## src/rtl/core/f2h_pkg.sv

```systemverilog
// ----------------------------------------------------------------------------
// f2h_pkg
// Shared types and constants for the single to half precision converter.
// ----------------------------------------------------------------------------
package f2h_pkg;

  localparam logic [30:0] F32_EXP_MASK    = 31'h7f800000;
  localparam logic [30:0] OVERFLOW_LIMIT  = 31'h477fefff;
  localparam logic [30:0] UNDERFLOW_LIMIT = 31'h33000001;
  localparam logic [7:0]  EXP_REBIAS      = 8'h70;
  localparam logic [7:0]  SUBNORM_BASE    = 8'h7e;
  localparam logic [4:0]  NORMAL_SHIFT    = 5'd13;
  localparam logic [15:0] HALF_QNAN       = 16'h7fff;
  localparam logic [14:0] HALF_INF        = 15'h7c00;
  localparam int          QUEUE_DEPTH     = 2;

  typedef enum logic [1:0] {
    CLS_NAN,
    CLS_INF,
    CLS_ZERO,
    CLS_FINITE
  } cls_t;

  typedef struct packed {
    cls_t        cls;
    logic        sgn;
    logic [4:0]  ex;
    logic [4:0]  sh;
    logic [23:0] frac;
  } item_t;

endpackage

```

## src/rtl/core/fp32_to_fp16_convert_top.sv

```systemverilog
// ----------------------------------------------------------------------------
// fp32_to_fp16_convert_top
// IEEE single precision to half precision converter, round to nearest even.
//
// Usage: the input side is a queue write port. A transaction is taken on a
// clock edge with push high and full low. The result side is a queue read
// port: while empty is low, half_bits holds the oldest result, and it is
// removed on an edge with pop high. Each input transaction gives exactly one
// result transaction, in order.
// A pushed transaction is written into the classification queue and then
// into the rounding output register, where empty falls; an output stall
// can hold it in the queue. Throughput is one transaction per cycle while
// the receiver pops; the rounding logic is combinational. When the receiver
// stalls, the output register and the queue fill and full rises; nothing
// is lost. Reset (rst, synchronous) empties both.
// ----------------------------------------------------------------------------
module fp32_to_fp16_convert_top import f2h_pkg::*; #(
  parameter int DEPTH = QUEUE_DEPTH
) (
  input  logic        clk,
  input  logic        rst,
  input  logic        push,
  output logic        full,
  input  logic [31:0] single_bits,
  output logic        empty,
  input  logic        pop,
  output logic [15:0] half_bits
);

  item_t front_item;
  item_t queue_item;
  logic  queue_empty;
  logic  back_ready;

  f2h_front u_front (
    .single_bits (single_bits),
    .item        (front_item)
  );

  f2h_queue #(.DEPTH(DEPTH)) u_queue (
    .clk   (clk),
    .rst   (rst),
    .push  (push),
    .wdata (front_item),
    .full  (full),
    .pop   (back_ready),
    .rdata (queue_item),
    .empty (queue_empty)
  );

  f2h_back u_back (
    .clk       (clk),
    .rst       (rst),
    .in_valid  (!queue_empty),
    .item      (queue_item),
    .in_ready  (back_ready),
    .empty     (empty),
    .pop       (pop),
    .half_bits (half_bits)
  );

endmodule

```

## src/rtl/core/f2h_front.sv

```systemverilog
// ----------------------------------------------------------------------------
// f2h_front
// Classifies one single precision pattern and prepares shift and fraction.
// ----------------------------------------------------------------------------
module f2h_front import f2h_pkg::*; (
  input  logic [31:0] single_bits,
  output item_t       item
);

  logic [30:0] mag;
  logic [7:0]  ex8;

  assign mag = single_bits[30:0];
  assign ex8 = mag[30:23];

  always_comb begin
    item.sgn = single_bits[31];
    if (mag > F32_EXP_MASK) begin
      item.cls = CLS_NAN;
    end else if (mag > OVERFLOW_LIMIT) begin
      item.cls = CLS_INF;
    end else if (mag < UNDERFLOW_LIMIT) begin
      item.cls = CLS_ZERO;
    end else begin
      item.cls = CLS_FINITE;
    end
    if (ex8 > EXP_REBIAS) begin
      item.sh   = NORMAL_SHIFT;
      item.ex   = 5'(ex8 - EXP_REBIAS);
      item.frac = {1'b0, mag[22:0]};
    end else begin
      item.sh   = 5'(SUBNORM_BASE - ex8);
      item.ex   = '0;
      item.frac = {1'b1, mag[22:0]};
    end
  end

endmodule

```

## src/rtl/core/f2h_queue.sv

```systemverilog
// ----------------------------------------------------------------------------
// f2h_queue
// Small register queue between the front and back parts.
// ----------------------------------------------------------------------------
module f2h_queue import f2h_pkg::*; #(
  parameter int DEPTH = QUEUE_DEPTH
) (
  input  logic  clk,
  input  logic  rst,
  input  logic  push,
  input  item_t wdata,
  output logic  full,
  input  logic  pop,
  output item_t rdata,
  output logic  empty
);

  localparam int AW = (DEPTH > 1) ? $clog2(DEPTH) : 1;

  item_t           mem [DEPTH];
  logic [AW-1:0]   wptr;
  logic [AW-1:0]   rptr;
  logic [AW:0]     count;
  logic            do_push;
  logic            do_pop;

  assign full    = (count == (AW+1)'(DEPTH));
  assign empty   = (count == '0);
  assign do_push = push && !full;
  assign do_pop  = pop && !empty;
  assign rdata   = mem[rptr];

  always_ff @(posedge clk) begin
    if (do_push) begin
      mem[wptr] <= wdata;
    end
    if (rst) begin
      wptr  <= '0;
      rptr  <= '0;
      count <= '0;
    end else begin
      if (do_push) begin
        wptr <= (wptr == AW'(DEPTH - 1)) ? '0 : wptr + 1'b1;
      end
      if (do_pop) begin
        rptr <= (rptr == AW'(DEPTH - 1)) ? '0 : rptr + 1'b1;
      end
      count <= count + (AW+1)'(do_push) - (AW+1)'(do_pop);
    end
  end

endmodule

```

## src/rtl/core/f2h_back.sv

```systemverilog
// ----------------------------------------------------------------------------
// f2h_back
// Shifts, rounds to nearest even and holds the result in an output register.
// ----------------------------------------------------------------------------
module f2h_back import f2h_pkg::*; (
  input  logic        clk,
  input  logic        rst,
  input  logic        in_valid,
  input  item_t       item,
  output logic        in_ready,
  output logic        empty,
  input  logic        pop,
  output logic [15:0] half_bits
);

  logic        out_valid;
  logic [15:0] result;
  logic [23:0] mask;
  logic [23:0] rem;
  logic [23:0] half_unit;
  logic [10:0] q;
  logic [10:0] qr;
  logic [4:0]  ex;
  logic        up;

  assign mask      = (24'd1 << item.sh) - 24'd1;
  assign rem       = item.frac & mask;
  assign half_unit = (24'd1 << item.sh) >> 1;
  assign q         = 11'(item.frac >> item.sh);
  assign up        = (rem > half_unit) || ((rem == half_unit) && q[0]);

  always_comb begin
    qr = q + 11'(up);
    ex = item.ex;
    if (up && qr[9:0] == '0) begin
      ex = item.ex + 5'd1;
      qr = '0;
    end
    unique case (item.cls)
      CLS_NAN:  result = HALF_QNAN;
      CLS_INF:  result = {item.sgn, HALF_INF};
      CLS_ZERO: result = {item.sgn, 15'd0};
      default:  result = {item.sgn, ex, 10'd0} | {6'd0, qr[9:0]};
    endcase
  end

  assign in_ready = !out_valid || pop;
  assign empty    = !out_valid;

  always_ff @(posedge clk) begin
    if (in_valid && in_ready) begin
      half_bits <= result;
    end
    if (rst) begin
      out_valid <= 1'b0;
    end else if (in_ready) begin
      out_valid <= in_valid;
    end
  end

endmodule
```

## config.mk

```make
export PLATFORM = sky130hd
export DESIGN_NAME = fp32_to_fp16_convert_top
export DESIGN_NICKNAME = d
export VERILOG_FILES = /design/src/rtl/core/f2h_pkg.sv /design/src/rtl/core/fp32_to_fp16_convert_top.sv /design/src/rtl/core/f2h_front.sv /design/src/rtl/core/f2h_queue.sv /design/src/rtl/core/f2h_back.sv
export SDC_FILE = /design/constraint.sdc
export NUM_CORES = 1
export LEC_CHECK = 0
export BUFFER_PORTS_ARGS = -buffer_cell sky130_fd_sc_hd__buf_2
export CAP_MARGIN = 20
export CORE_MARGIN = 4
export CORE_UTILIZATION = 37
export DETAILED_ROUTE_END_ITERATION = 8
export SLEW_MARGIN = 20
export SYNTH_ARGS = -nofsm -noshare
export SYNTH_HDL_FRONTEND = slang
export SYNTH_SLANG_ARGS = --single-unit
```

## constraint.sdc

```tcl
create_clock -name clk -period 6.95 [get_ports clk]
set_input_delay 1.0425 -clock clk [delete_from_list [all_inputs] [get_ports clk]]
set_output_delay 1.0425 -clock clk [all_outputs]
set_load 0.01 [all_outputs]
```

==> results of run 1 <==
[worst max-delay path: stages, from the launching register on]
cell       delay [ps]
edfxtp_1          550
nor2_1            250
a21oi_2           140
nor2_1            260
nand2_1           140
ha_1              300
o21ai_2           210
nor2_1            170
a21o_1            240
a21oi_1           150
ha_1              270
a21o_1            170
a21o_1            170
a21oi_1           150
nor2_1             60
a2111oi_0         400
nand3b_1          190
and2_1            180
ha_1              190
ha_1              220
inv_1             100
a31oi_2            80
or3b_4            440
a2111oi_4         360
o221ai_2          230
o31a_1            350
o31ai_1           270
[area by class of cell]
| class | count | area share (%) |
|---|---|---|
| clock inverters | 7 | 1.338 |
| well taps | 229 | 3.736 |
| clock buffers | 9 | 2.937 |
| flip-flops and latches | 96 | 36.86 |
| repair buffers | 71 | 5.384 |
| inverters | 19 | 0.9300 |
| multi-input cells | 512 | 48.82 |
[registers in the layout, summed over array words and instances, names as in the netlist, named ones only]
signal / cells
u_queue.rptr: 1
u_back.out_valid: 1
u_queue.mem: 74
u_queue.wptr: 1
u_back.half_bits: 16
u_queue.count: 2
[path summary, 6_finish.rpt]
path | start | end | cells past startpoint
worst max-delay path | u_queue.mem[1][25] | u_back.half_bits[13] | 26
worst min-delay path | u_queue.rptr | register | 2
worst max register to register | u_queue.mem[1][25] | u_back.half_bits[13] | 26
worst min register to register | u_queue.rptr | register | 2
[cells by family after synthesis]
| group | Yosys count |
|---|---|
| simple gates | 233 |
| compound gates | 132 |
| mux | 98 |
| flops | 96 |
| buf+inv | 45 |
| fa+ha+maj | 31 |
| xor+xnor | 18 |
[through the flow]
step	total power, mW	hold slack [ps]	instances	utilization [%]	cell area (um2)
CTS	3.209	516.0	942	42.41	7645
detailed placement	2.676	501.9	926	40.59	7317
global route	3.450	576.6	943	42.54	7669
finish	3.218	516.5	943	42.54	7669
global placement	2.653	493.5	926	40.59	7317
floorplan	2.190	463.1	653	-	6800
[routing by layer]
| layer | vias up | part of all wire [%] | global-route usage [%] |
|---|---|---|---|
| li1 | 2632 | - | - |
| met5 | - | 0 | 0 |
| met4 | 0 | 3.3 | 7.681 |
| met1 | 2685 | 44 | 26.45 |
| met2 | 243 | 46 | 29.93 |
| met3 | 40 | 6.6 | 2.928 |
[cell usage in the layout, fill, tap and decap left out, types with 6 or more instances in the layout]
cell and count:
nor3_1 15, nand2b_1 10, edfxtp_1 90, buf_2 53, nand3_1 28, clkbuf_16 9
nand2_1 71, xnor2_1 10, inv_1 19, o21ai_0 15, a211oi_1 8, xor2_1 8
o211ai_1 9, nor4_1 11, nor2_1 49, nand4_1 12, a21o_1 7, mux2i_2 6
o31ai_1 7, ha_1 31, buf_4 17, mux2_2 9, o21a_1 6, mux2i_1 80
nor2b_1 7, a21oi_1 21
[power by group through the flow]
stage / Sequential [mW] / Clock, mW / Combinational [mW]
after global placement: 0.869 / 0 / 1.78
after floorplan: 0.876 / 0 / 1.31
after detailed placement: 0.876 / 0 / 1.80
final: 0.861 / 0.522 / 1.83
after global routing: 0.877 / 0.567 / 2.01
after CTS: 0.863 / 0.540 / 1.81
==> flow_summary.json, run 1 <==
{
  "place_ws_ps": 553.6,
  "synth_edf_count": 90,
  "tns_ps": 0,
  "seqCellArea_um2": 2826,
  "power_frac_comb_pct": 57.0,
  "synth_top_family_by_area": "simple AND/OR/NAND/NOR gates",
  "synth_largest_area_cell": "edfxtp_1",
  "clock-root-buffer": "clkbuf_16",
  "synth_xor_area_share_pct": 2.319,
  "max-vdd-ir-drop_mv": 0.1906,
  "clk_latency_ps": 360,
  "slew_viol_final": 0,
  "drive_above_1_share_pct": 17.51,
  "coreArea_um2": 18020,
  "ys_warn_count": 0,
  "period_needed_ps": 6413,
  "critPathArrivalTime_ps": 6570,
  "timing.final.ws_setup_ps": 537.3,
  "ys_seq_area_share_pct": 41.52,
  "switching_share_pct": 44.43,
  "hold_violations": 0,
  "p_switching_mw": 1.430,
  "max_slew_margin_pct": 38.48,
  "finalClockSkew_ps": 13.25,
  "clkTransAtPathRegs_ps": 70,
  "status": "finished, final reports clean",
  "area_delta_synth_final_pct": 12.79,
  "diodes": 0,
  "post-route-period-util_pct": 92.27,
  "setup_viol": 0,
  "ioPinCount": 54,
  "start_util_pct": 37.72,
  "hold_path.class": "register to register",
  "timing.fmax_mhz": 155.9,
  "synthFlopType": "edfxtp_1",
  "cts_tree": "built",
  "synth_top_cells_by_area": "edfxtp_1, mux2i_1, ha_1",
  "dieWidth_um": 143.6,
  "p_int_mw": 1.788,
  "synth_cell_types": 80,
  "layout.nets": 776,
  "port_buffers": 53,
  "synthTopCellsByCount": "edfxtp_1, mux2i_1, nand2_1, nor2_1, ha_1",
  "first_global_vias": 5453,
  "pwr-share-seq_pct": 26.8,
  "synthAdderAreaFrac_pct": 5.705,
  "place.gp.congestion": 1.120,
  "synth_seq_cells": 96,
  "postCtsHoldBufs": 0,
  "synthSimpleGateAreaFrac_pct": 16.86,
  "die_h_um": 143.6,
  "rows": 49,
  "yosysMostFrequentCell": "edfxtp_1",
  "cp-end-kind": "register",
  "avgSynthCellArea_um2": 10.41,
  "p_leak_nw": 2.868,
  "required_ps": 7110,
  "drc": 0,
  "cts.sinks": 96,
  "post_cts_buffers": 0,
  "ant_nets": 0,
  "drv_cap": 0,
  "power.density_nw_per_um2": 419.6,
  "grt_max_degree": 38,
  "rsz0062_at_grt": "false",
  "antenna_found_initial": 0,
  "path_class": "register to register",
  "async_reset_ff_share_pct": 0,
  "routedWlPerCell_um": 20.22,
  "synth_top_area_share_pct": 39.75,
  "multi_input_area_um2": 3744,
  "reg2reg_slack_ps": 540,
  "vias": 5600,
  "fillCellCount": 1762,
  "synth_nets": 720,
  "htreeDepth": 3,
  "dieArea_um2": 20610,
  "wl_um": 19070,
  "clkPwrFrac_pct": 16.2,
  "grt.total_usage_pct": 19.06,
  "clockBufferDepth": 2,
  "grt_pass1_wl_um": 29920,
  "hpwl_um": 14780,
  "synthCells": 653,
  "numCtsBuffers": 9,
  "worst_slew_pin_slew_ps": 917.3,
  "syn_area_um2": 6799,
  "gr-total-overflow": 0,
  "synth_compound_area_share_pct": 14.65,
  "dr.first_iter.drc_count": 595,
  "viasPerCell": 5.938,
  "firstDrtPassIters": 7,
  "muxShareOfSynthArea_pct": 15.37,
  "cts_resized": 0,
  "cp-start-kind": "register",
  "crit_fanout": 10
}
Power figures use the tool's default switching activity.
==> run 2, diff against run 1 <==
==> constraint.sdc (replaced) <==
create_clock -name clk -period 7.63 [get_ports clk]
set_input_delay 1.1445 -clock clk [delete_from_list [all_inputs] [get_ports clk]]
set_output_delay 1.1445 -clock clk [all_outputs]
set_load 0.01 [all_outputs]
==> flow_summary.json, run 2 (synthesis results as in run 1) <==
{
  "rsz0062_at_grt": "false",
  "port_buffers": 53,
  "post-route-util_pct": 42.27,
  "gr-total-overflow": 0,
  "cp-end-kind": "register",
  "finalPower_mw": 2.955,
  "mostFrequentLayoutCells": "edfxtp_1, mux2i_1, nand2_1",
  "cp-start-kind": "register",
  "tns_ps": 0,
  "largest_register_ffs": 74,
  "p_switching_mw": 1.337,
  "grt.total_usage_pct": 19.82,
  "wl_um": 20330,
  "top_regs": "u_queue.mem (74), u_back.half_bits (16), u_queue.count (2)",
  "grt_max_degree": 38,
  "final_common_cell": "edfxtp_1",
  "power_frac_comb_pct": 57.2,
  "clockBufferDepth": 2,
  "start_util_pct": 37.72,
  "slew_viol_final": 0,
  "slowest_stage": "dfxtp_4",
  "whs_endpoint": "u_back.out_valid",
  "clock-root-buffer": "clkbuf_16",
  "place.gp.congestion": 0.9470,
  "antenna_found_initial": 0,
  "fin_cells": 939,
  "cts_tree": "built",
  "status": "finished, final reports clean",
  "hold_path.class": "register to register",
  "area_delta_synth_final_pct": 12.05,
  "regMostFlops": "u_queue.mem",
  "diodes": 0,
  "p_int_mw": 1.618,
  "post_cts_buffers": 0,
  "max_slew_margin_pct": 33.47,
  "finalClockSkew_ps": 9.444,
  "timing.fmax_mhz": 146.0,
  "grt_pass1_wl_um": 30840,
  "worst_slew_pin_slew_ps": 992.0,
  "dr.first_iter.drc_count": 360,
  "p_leak_nw": 2.836,
  "holdPathStages": 2,
  "postCtsHoldBufs": 0,
  "post-route-period-util_pct": 89.75,
  "multi_input_area_um2": 3740,
  "hpwl_um": 15790,
  "viasPerCell": 5.901,
  "dieWidth_um": 143.6,
  "drc": 0,
  "period_needed_ps": 6848,
  "ant_nets": 0,
  "crit_path_frequent_cell": "ha_1",
  "fillCellCount": 1773,
  "pwr-share-seq_pct": 27.1,
  "coreArea_um2": 18020,
  "setup_viol": 0,
  "vias": 5541,
  "r2r_cells": 27,
  "hold_violations": 0,
  "clkTransAtPathRegs_ps": 70,
  "dp_cells": 922,
  "required_ps": 7800,
  "power.density_nw_per_um2": 387.8,
  "crit_fanout": 29,
  "routedWlPerCell_um": 21.65,
  "cts.sinks": 96,
  "r2r_end": "u_back.half_bits[13]",
  "switching_share_pct": 45.25,
  "clkPwrFrac_pct": 15.7,
  "critPathArrivalTime_ps": 7020,
  "layout.nets": 772,
  "clk_latency_ps": 350,
  "htreeDepth": 3,
  "cts_resized": 0,
  "slowest_delay_ps": 620,
  "ioPinCount": 54,
  "rows": 49,
  "firstDrtPassIters": 5,
  "drive_above_1_share_pct": 16.90,
  "reg2reg_slack_ps": 780,
  "numCtsBuffers": 9,
  "hp-start": "u_back.out_valid",
  "seqCellArea_um2": 2826,
  "die_h_um": 143.6,
  "dieArea_um2": 20610,
  "path_class": "register to register",
  "max-vdd-ir-drop_mv": 0.1728,
  "first_global_vias": 5368,
  "drv_cap": 0
}
==> run 2: changes by cell type in the layout (fill, tap and decap cells not counted) <==
cell,previous run,this run
clkinvlp_4,0,1
o21ai_1,2,3
inv_6,0,2
buf_4,17,13
clkinv_8,2,0
o21ai_2,3,2
clkinv_4,2,1
==> run 2: worst max-delay path: cells and delay by family (launching register included) <==
family	cells	cell delay, ps
buffers and inverters	3	770
AOI/OAI and AO/OA	13	3040
adders and majority gates	4	960
DFF	1	620
and+or+nand+nor	7	1240
==> run 2: per-layer routing <==
metal | wire (um) | track usage (%) | vias up | share of wire, %
met4 | 532 | 6.591 | 0 | 2.6
met5 | 0 | 0 | - | 0
met2 | 9126 | 30.94 | 211 | 45
met3 | 1401 | 4.260 | 29 | 6.9
met1 | 9266 | 27.47 | 2683 | 46
li1 | - | - | 2618 | -
==> run 2: worst max-delay path by stage <==
stage,slack (ps),depth (start not counted),end
finish,780,27,u_back.half_bits[13]
global route,260,27,u_back.half_bits[13]
CTS,880,27,u_back.half_bits[13]
detailed placement,920,27,u_back.half_bits[13]
global placement,1040,27,u_back.half_bits[13]
floorplan,640,31,u_back.half_bits[13]
==> run 2: metrics by stage <==
stage	setup slack [ps]	instance area, um2	hold WS [ps]
2_1_floorplan	643.4	6799	463.1
3_3_place_gp	1038	7287	498.1
3_5_place_dp	915.1	7287	513.4
4_1_cts	879.6	7599	524.3
5_1_grt	257.7	7619	574.9
6_report	782.2	7619	521.2
==> run 2: area by class of cell <==
type                            count  share of cell area [%]
Inverter                           19                  0.9361
Clock buffer                        9                   2.956
Tap cell                          229                   3.761
Clock inverter                      7                   1.133
Multi-Input combinational cell    512                   49.09
Sequential cell                    96                   37.10
Timing Repair Buffer               67                   5.025
==> run 2: power groups by stage <==
stage	logic (mW)	clock network [mW]	registers, mW
global placement	1.64	0	0.812
detailed placement	1.65	0	0.816
finish	1.69	0.463	0.802
global route	1.84	0.499	0.814
floorplan	1.20	0	0.798
CTS	1.66	0.477	0.805
==> run 3, diff against run 2 <==
==> constraint.sdc (replaced) <==
create_clock -name clk -period 7 [get_ports clk]
set_input_delay 1.05 -clock clk [delete_from_list [all_inputs] [get_ports clk]]
set_output_delay 1.05 -clock clk [all_outputs]
set_load 0.01 [all_outputs]
==> flow_summary.json, run 3 (synthesis results as in run 1) <==
{
  "status": "finished, final reports clean",
  "mostFrequentLayoutCells": "edfxtp_1, mux2i_1, nand2_1",
  "path_class": "register to register",
  "layout.nets": 772,
  "p_switching_mw": 1.410,
  "drive_above_1_share_pct": 16.90,
  "required_ps": 7160,
  "clkTransAtPathRegs_ps": 70,
  "setup_viol": 0,
  "critPathArrivalTime_ps": 6690,
  "tns_ps": 0,
  "slew_viol_final": 0,
  "area_delta_synth_final_pct": 11.81,
  "start_util_pct": 37.72,
  "hp-start": "u_back.out_valid",
  "hold_violations": 0,
  "grt_pass1_wl_um": 29770,
  "critPathBufInv": 2,
  "max_slew_margin_pct": 41.77,
  "numCtsBuffers": 9,
  "dp_cells": 922,
  "cts.sinks": 96,
  "multi_input_area_um2": 3740,
  "place.gp.congestion": 1.054,
  "power_frac_comb_pct": 56.9,
  "largest_register_ffs": 74,
  "clock-root-buffer": "clkbuf_16",
  "final_common_cell": "edfxtp_1",
  "hpwl_um": 14720,
  "cp-start-kind": "register",
  "slowest_stage": "dfxtp_4",
  "hold_path.class": "register to register",
  "drv_cap": 0,
  "first_global_vias": 5472,
  "coreArea_um2": 18020,
  "die_h_um": 143.6,
  "post_cts_buffers": 0,
  "grt.total_usage_pct": 18.77,
  "clkPwrFrac_pct": 15.3,
  "period_needed_ps": 6531,
  "fillCellCount": 1769,
  "regMostFlops": "u_queue.mem",
  "fin_cells": 939,
  "max-vdd-ir-drop_mv": 0.1697,
  "dieWidth_um": 143.6,
  "worst_slew_pin_slew_ps": 855.2,
  "htreeDepth": 3,
  "port_buffers": 53,
  "drc": 0,
  "crit_fanout": 43,
  "timing.fmax_mhz": 153.1,
  "seqCellArea_um2": 2826,
  "cts_tree": "built",
  "rows": 49,
  "cp-end-kind": "register",
  "vias": 5518,
  "pwr-share-seq_pct": 27.8,
  "diodes": 0,
  "p_leak_nw": 2.830,
  "switching_share_pct": 44.85,
  "ioPinCount": 54,
  "clockBufferDepth": 2,
  "dieArea_um2": 20610,
  "grt_max_degree": 44,
  "dr.first_iter.drc_count": 480,
  "firstDrtPassIters": 5,
  "antenna_found_initial": 0,
  "path_delay_family": "compound AO/OA/AOI/OAI gates",
  "p_int_mw": 1.734,
  "viasPerCell": 5.876,
  "clk_latency_ps": 350,
  "gr-total-overflow": 0,
  "postCtsHoldBufs": 0,
  "wl_um": 19080,
  "rsz0062_at_grt": "false",
  "crit_chain": "buf_4, nand3b_1, a21oi_2, nand2_1, a21o_1, a21oi_1, ha_1, a21o_1, a21o_1, a21oi_1, nor2_1, a2111oi_0, nand3b_1, and2_1, ha_1, ha_1, inv_1, a31oi_2, or3b_4, a2111oi_4, o221ai_2, nand2b_1, o311ai_1",
  "power.density_nw_per_um2": 413.5,
  "finalClockSkew_ps": 8.615,
  "post-route-period-util_pct": 93.30,
  "ant_nets": 0,
  "place_ws_ps": 575.0,
  "cts_resized": 0,
  "slowest_delay_ps": 620,
  "timing.final.ws_setup_ps": 468.9,
  "top_regs": "u_queue.mem (74), u_back.half_bits (16), u_queue.count (2)",
  "routedWlPerCell_um": 20.32
}
==> run 3: final timing paths <==
| path | slack [ps] | to | depth (start not counted) |
|---|---|---|---|
| max reg2reg | 470 | u_back.half_bits[12] | 23 |
| min | 510 | u_back.out_valid | 2 |
| max | 470 | u_back.half_bits[12] | 23 |
| min reg2reg | 510 | u_back.out_valid | 2 |
==> run 3: per-layer routing <==
metal,vias to the layer above,wire (um),global-route usage [%],part of all wire [%]
met2,237,8749,29.31,46
met1,2624,8569,25.95,45
met5,-,0,0,0
li1,2618,-,-,-
met3,39,1173,2.795,6.1
met4,0,592,8.226,3.1
==> run 3: worst register-to-register path, stage by stage (launching register included) <==
cell,delay (ps)
dfxtp_4,620
buf_4,640
nand3b_1,280
a21oi_2,570
nand2_1,170
a21o_1,200
a21oi_1,150
ha_1,270
a21o_1,160
a21o_1,160
a21oi_1,150
nor2_1,60
a2111oi_0,400
nand3b_1,190
and2_1,180
ha_1,190
ha_1,220
inv_1,100
a31oi_2,70
or3b_4,430
a2111oi_4,350
o221ai_2,220
nand2b_1,250
o311ai_1,310
==> run 3: cell type report <==
type / instances / share of cell area, %
multi-input combinational: 512 / 49.19
sequential: 96 / 37.18
timing repair buffer: 67 / 5.036
tap: 229 / 3.769
clock buffer: 10 / 3.144
inverter: 19 / 0.9381
clock inverter: 6 / 0.7406
==> run 3: power groups by stage <==
stage	Clock, mW	Combinational (mW)	Sequential [mW]
finish	0.481	1.79	0.874
global route	0.520	1.94	0.890
CTS	0.493	1.76	0.876
detailed placement	0	1.75	0.889
global placement	0	1.74	0.882
floorplan	0	1.30	0.870
==> run 3: per-stage QoR <==
stage          util [%]  hold WS (ps)  area, um2  power (mW)
6_report          42.18         514.1       7602       3.144
5_1_grt           42.18         546.4       7602       3.353
4_1_cts           42.07         508.8       7582       3.130
3_5_place_dp      40.43         497.8       7287       2.640
3_3_place_gp      40.43         490.2       7287       2.626
2_1_floorplan         -         463.1       6799       2.174
